===== src/rtl/kvt_pkg.sv =====
// shared types and codes for the key/value table
package kvt_pkg;

  localparam int KEY_W   = 32;
  localparam int VALUE_W = 32;
  localparam int COUNT_W = 7;

  localparam logic REQ_PUT = 1'b0;
  localparam logic REQ_GET = 1'b1;

  typedef enum logic [1:0] {
    ST_IDLE,
    ST_SEARCH,
    ST_FINISH
  } kvt_state_t;

endpackage


===== src/rtl/kvt_ram.sv =====
// generic single-write, single-read ram with registered read data
module kvt_ram #(
  parameter int WIDTH = 32,
  parameter int DEPTH = 64
) (
  input  logic                     clk,
  input  logic                     wr_en,
  input  logic [$clog2(DEPTH)-1:0] wr_addr,
  input  logic [WIDTH-1:0]         wr_data,
  input  logic [$clog2(DEPTH)-1:0] rd_addr,
  output logic [WIDTH-1:0]         rd_data
);

  logic [WIDTH-1:0] mem [DEPTH];

  always_ff @(posedge clk) begin
    if (wr_en) begin
      mem[wr_addr] <= wr_data;
    end
    rd_data <= mem[rd_addr];
  end

endmodule


===== src/rtl/key_value_table_core.sv =====
// top level of the bounded associative key/value table
//
// Each item is a put or a get on a table of up to TABLE_DEPTH signed 32-bit
// keys and values. Valid slots are packed from slot 0 up to the entry count
// and are searched one slot per cycle through the single read port of the
// key and value memories. An empty table skips the search; a hit ends it at
// the matching slot and a miss searches every valid slot. The next item can
// be accepted in the cycle after the result is loaded. The block takes one
// item at a time; a finished result waits in the output register and the
// next item may be accepted meanwhile. Reset empties the table at once,
// with no clearing pass.
module key_value_table_core #(
  parameter int TABLE_DEPTH = 64
) (
  input  logic                        clk,
  input  logic                        rst,
  input  logic                        in_valid,
  output logic                        in_stall,
  input  logic                        req_type,
  input  logic signed [kvt_pkg::KEY_W-1:0]   req_key,
  input  logic signed [kvt_pkg::VALUE_W-1:0] req_value,
  output logic                        out_valid,
  input  logic                        out_stall,
  output logic signed [kvt_pkg::VALUE_W-1:0] read_value,
  output logic                        hit,
  output logic                        table_full,
  output logic [kvt_pkg::COUNT_W-1:0] entry_count
);

  import kvt_pkg::*;

  localparam int IW = $clog2(TABLE_DEPTH);
  localparam int CW = $clog2(TABLE_DEPTH + 1);
  localparam logic [CW-1:0] DEPTH_C = CW'(TABLE_DEPTH);

  kvt_state_t state, state_next;

  logic               type_r;
  logic [KEY_W-1:0]   key_r;
  logic [VALUE_W-1:0] value_r;

  logic [IW-1:0] issue_idx;
  logic [IW-1:0] cmp_idx;
  logic          cmp_valid;
  logic [CW-1:0] count;
  logic [CW-1:0] count_next;

  logic               found;
  logic [IW-1:0]      found_idx;
  logic [VALUE_W-1:0] found_val;

  logic [KEY_W-1:0]   key_rd;
  logic [VALUE_W-1:0] val_rd;

  logic          key_we;
  logic          val_we;
  logic [IW-1:0] wr_addr;

  logic in_fire;
  logic out_free;
  logic key_match;
  logic cmp_last;
  logic finish_go;
  logic drop_full;

  assign in_stall  = (state != ST_IDLE);
  assign in_fire   = in_valid && !in_stall;
  assign out_free  = !out_valid || !out_stall;
  assign key_match = cmp_valid && (key_rd == key_r);
  assign cmp_last  = cmp_valid && (CW'(cmp_idx) == count - CW'(1));
  assign finish_go = (state == ST_FINISH) && out_free;

  always_comb begin
    state_next = state;
    key_we     = 1'b0;
    val_we     = 1'b0;
    wr_addr    = found_idx;
    count_next = count;
    drop_full  = 1'b0;
    unique case (state)
      ST_IDLE: begin
        if (in_valid) begin
          state_next = (count == '0) ? ST_FINISH : ST_SEARCH;
        end
      end
      ST_SEARCH: begin
        if (key_match || cmp_last) begin
          state_next = ST_FINISH;
        end
      end
      ST_FINISH: begin
        if (type_r == REQ_PUT) begin
          if (found) begin
            val_we = 1'b1;
          end else if (count < DEPTH_C) begin
            // append a new entry right after the last valid slot
            key_we     = 1'b1;
            val_we     = 1'b1;
            wr_addr    = count[IW-1:0];
            count_next = count + CW'(1);
          end else begin
            drop_full = 1'b1;
          end
        end
        if (!out_free) begin
          key_we     = 1'b0;
          val_we     = 1'b0;
          count_next = count;
        end else begin
          state_next = ST_IDLE;
        end
      end
      default: state_next = ST_IDLE;
    endcase
  end

  always_ff @(posedge clk) begin
    if (rst) begin
      state <= ST_IDLE;
    end else begin
      state <= state_next;
    end
  end

  always_ff @(posedge clk) begin
    if (rst) begin
      count     <= '0;
      cmp_valid <= 1'b0;
      out_valid <= 1'b0;
    end else begin
      count <= count_next;
      if (in_fire) begin
        cmp_valid <= 1'b0;
      end else if (state == ST_SEARCH) begin
        cmp_valid <= 1'b1;
      end
      if (finish_go) begin
        out_valid <= 1'b1;
      end else if (!out_stall) begin
        out_valid <= 1'b0;
      end
    end
  end

  // payload and search registers
  always_ff @(posedge clk) begin
    if (in_fire) begin
      type_r    <= req_type;
      key_r     <= req_key;
      value_r   <= req_value;
      issue_idx <= '0;
      found     <= 1'b0;
    end else if (state == ST_SEARCH) begin
      issue_idx <= issue_idx + IW'(1);
      cmp_idx   <= issue_idx;
      if (key_match || cmp_last) begin
        found     <= key_match;
        found_idx <= cmp_idx;
        found_val <= val_rd;
      end
    end
    if (finish_go) begin
      read_value  <= (type_r == REQ_GET && found) ? found_val : '0;
      hit         <= found;
      table_full  <= drop_full;
      entry_count <= COUNT_W'(count_next);
    end
  end

  kvt_ram #(
    .WIDTH (KEY_W),
    .DEPTH (TABLE_DEPTH)
  ) u_key_ram (
    .clk     (clk),
    .wr_en   (key_we),
    .wr_addr (wr_addr),
    .wr_data (key_r),
    .rd_addr (issue_idx),
    .rd_data (key_rd)
  );

  kvt_ram #(
    .WIDTH (VALUE_W),
    .DEPTH (TABLE_DEPTH)
  ) u_val_ram (
    .clk     (clk),
    .wr_en   (val_we),
    .wr_addr (wr_addr),
    .wr_data (value_r),
    .rd_addr (issue_idx),
    .rd_data (val_rd)
  );

  a_count_bound: assert property (@(posedge clk) disable iff (rst)
    count <= DEPTH_C)
    else $error("entry count beyond table depth");

  a_hit_full_excl: assert property (@(posedge clk) disable iff (rst)
    out_valid |-> !(hit && table_full))
    else $error("item reported both hit and full");

  a_full_count: assert property (@(posedge clk) disable iff (rst)
    finish_go && drop_full |-> count == DEPTH_C)
    else $error("put dropped while table had room");

  a_result_from_finish: assert property (@(posedge clk) disable iff (rst)
    $rose(out_valid) |-> $past(state) == ST_FINISH)
    else $error("result raised outside finish step");

endmodule


===== config.mk =====
export PLATFORM = sky130hd
export DESIGN_NAME = key_value_table_core
export DESIGN_NICKNAME = d
export VERILOG_FILES = /design/src/rtl/kvt_pkg.sv /design/src/rtl/kvt_ram.sv /design/src/rtl/key_value_table_core.sv
export SDC_FILE = /design/constraint.sdc
export NUM_CORES = 2
export LEC_CHECK = 0
export BUFFER_PORTS_ARGS = -buffer_cell sky130_fd_sc_hd__buf_2
export CAP_MARGIN = 20
export CORE_MARGIN = 10
export CORE_UTILIZATION = 55
export CTS_CLUSTER_DIAMETER = 120
export DETAILED_ROUTE_END_ITERATION = 8
export PLACE_DENSITY = 0.73
export REMOVE_ABC_BUFFERS = 1
export SLEW_MARGIN = 30
export SYNTH_ARGS = -nofsm -noshare
export SYNTH_HDL_FRONTEND = slang
export SYNTH_HIERARCHICAL = 1
export SYNTH_SLANG_ARGS = --single-unit

===== constraint.sdc =====
create_clock -name clk -period 10.3 [get_ports clk]
set_clock_uncertainty 0.05 [all_clocks]
set_input_delay 0.515 -clock clk [delete_from_list [all_inputs] [get_ports clk]]
set_output_delay 0.515 -clock clk [all_outputs]
set_load 0.05 [all_outputs]

==> impl_metrics.tcl <==
set metrics [dict create \
    status "finished clean" \
    netlist_top_cells_area "edfxtp_1, mux4_2, mux2i_1" \
    synth_top_family_by_area "multiplexers" \
    fin_area_mm2 0.187 \
    min_period_over_period 0.474 \
    area_growth_pct 14.3 \
    grt_pass1_wl_um 602000 \
    synth_most_common_cell "edfxtp_1" \
    period_minus_slack_ns 4.89 \
    synth.avg_cell_area_um2 23.3 \
    initial_utilization 0.554 \
    viasPerCell 6.69 \
    syn_inst 7014 \
    place_congestion 0.909 \
    power.leakage_uw 0.0562 \
    postPlaceCellArea_mm2 0.172 \
    ioPinCount 112 \
    synth-seq-cells 4328 \
    yosys.cell_types.count 58 \
    cp-start-kind "register" \
    slew_headroom 0.261 \
    holdPathStages 2 \
    drv_cap 0 \
    critPathRequiredTime_ns 10.87 \
    critPathSlowestCell "nor2_4" \
    grt_overflow 0 \
    synth_ff_type "edfxtp_1" \
    hold_viol 0 \
    drive_gt1_frac 0.285 \
    setup_ws_ns 5.41 \
    hold_buffers 69 \
    p_per_area_mw_per_mm2 195 \
    track_usage 0.265 \
    rsz0062_at_grt "no" \
    rr_worst_depth 7 \
    grt_pass1_vias 79000 \
    synth_compound_area_frac 0.0171 \
    netlist_area_mm2 0.163 \
    cts_tree "yes" \
    hold_class "in -> reg" \
    die_w_um 565 \
    yosys.area_share.simple 0.0158 \
    cts_resized 0 \
    slew_violations 0 \
    drtIter0Drc 12000 \
    path_max_fanout 36 \
    synthMuxAreaShare 0.162 \
    die-area_mm2 0.319 \
    coreArea_mm2 0.295 \
    port_buffers 111 \
    avgRoutedWirePerCell_um 36.1 \
    ys_seq_area_frac 0.791 \
    insertion_delay_ns 1.00 \
    antenna_left 0 \
    async_reset_ff_frac 0 \
    netlist.area_leader.share 0.781 \
    crit_type "reg -> reg" \
    die_y_um 565 \
    end_kind "register" \
    synthAdderAreaFrac 0.000307 \
    clock-sinks 4328 \
    wirelength_um 426000 \
    cts_buffers 415 \
    finalNetCount 7597 \
    layoutNonFillerInstCount 11800 \
    multi_input_area_mm2 0.0333 \
    drt_first_pass_iters 6 \
    worst_pin_slew_ns 1.11 \
    synth_xor_xnor_area_share 0.00241 \
    clk_pin_slew_ns 0.07 \
    post-place-ws_ns 5.08 \
    max_stage_delay_ns 0.81 \
    max-vdd-ir-drop_uv 171 \
    synth_edf_count 4246 \
    post_cts_buffers 0 \
    cts_root_buffer "clkbuf_16" \
    yosys_warnings 6 \
    synth_top_cell_by_area "edfxtp_1" \
    htreeDepth 5 \
    finalSetupViolations 0 \
    worstPathCellList "or4b_1 > nor2_1 > mux2_2 > nor2b_1 > nand2_1 > nor2_4 > buf_16" \
    min_from "req_key[21]" \
    path_delay_family "simple AND/OR/NAND/NOR gates" \
    vias 79000 \
    reg2reg_to "u_key_ram/mem[16][28]" \
    hpwl_um 251000 \
    clk_path_buf_depth 4 \
    regArea_mm2 0.129 \
    yosys-top-cells-count "edfxtp_1, mux4_2, nor2_1" \
    worst_ep_arrival_time_ns 5.46 \
    core.rowCount 199 \
    antenna_found_initial 23 \
    worst-path-buf-inv 1 \
    r2r_slack_ns 5.41 \
    fmax_mhz 205 \
    fillers 18600 \
    grt_max_degree 128 \
    hold-path-endpoint "key_r[21]" \
    placed_cells 10900 \
    drc_errors 0 \
    r2r_start "found" \
]
==> sequential cells by signal, summed over array words and instances, names as in the netlist, 2 cells and up <==
name / flops
u_key_ram/mem: 2048
u_val_ram/mem: 2048
found_val: 32
key_r: 32
read_value: 32
u_key_ram/rd_data: 32
u_val_ram/rd_data: 32
value_r: 32
count: 7
entry_count: 7
cmp_idx: 6
found_idx: 6
issue_idx: 6
state: 2
==> cells by family after synthesis <==
kind of cell | Yosys count
muxes | 1282
AOI/OAI and AO/OA | 425
xor gates and xnor gates | 45
buffers and inverters | 386
and+or+nand+nor | 544
DFF | 4328
adders and majority gates | 4
==> where the power goes <==
group | switching, µW | internal, µW | total [µW]
combinational | 1130 | 537 | 1660
sequential | 56.1 | 19600 | 19600
clock | 6560 | 8530 | 15100
total | 7750 | 28600 | 36400
==> cell type report <==
| class | count | share of cell area |
|---|---|---|
| clock inverter | 256 | 0.0142 |
| antenna | 10 | 0.000134 |
| sequential | 4328 | 0.692 |
| multi-input combinational | 2300 | 0.178 |
| tap | 3919 | 0.0263 |
| timing repair buffer | 470 | 0.0309 |
| clock buffer | 510 | 0.0580 |
| inverter | 9 | 0.000181 |
==> metal layers <==
layer / share of wire / track usage / vias up
met4: 0.062 / 0.133 / 8
li1: - / - / 31000
met1: 0.34 / 0.348 / 41600
met5: 0.00011 / 0 / -
met2: 0.49 / 0.429 / 5394
met3: 0.10 / 0.0529 / 954
==> through the flow <==
stage	setup TNS (ns)	power, µW	hold WS [ns]	util
3_3_place_gp	0	21500	0.337	0.574
2_1_floorplan	-2439.53	22300	0.336	-
6_report	0	36400	0.194	0.633
4_1_cts	0	36500	0.114	0.632
3_5_place_dp	0	21600	0.339	0.584
5_1_grt	0	37300	0.163	0.633
==> worst max-delay path by stage <==
stage                                  endpoint          from  slack [ns]  depth (start not counted)
after floorplan           u_key_ram/rd_data[29]  issue_idx[0]      -37.01                          5
after CTS                   u_key_ram/mem[2][8]        type_r        5.06                          6
after global routing      u_key_ram/mem[16][28]         found        5.38                          7
final                     u_key_ram/mem[16][28]         found        5.41                          7
after detailed placement    u_key_ram/mem[2][5]        type_r        5.08                          6
after global placement     u_val_ram/mem[35][3]        type_r        4.92                          6
==> cells in the final DEF (no fill, tap or decap), drive strengths merged, types with 42 or more instances in the layout <==
cell         Yosys  final
a21oi          127    127
and3            42     42
buf            218    401
clkbuf         159    510
clkinv           0    188
dfxtp           82     82
dlygate4sd3      0     69
edfxtp        4246   4246
mux2i          188    188
mux4          1088   1088
nand2           61     61
nor2           284    284
o221ai          55     55
o22ai          169    169
Note: power is estimated with default switching activity, not from simulation.
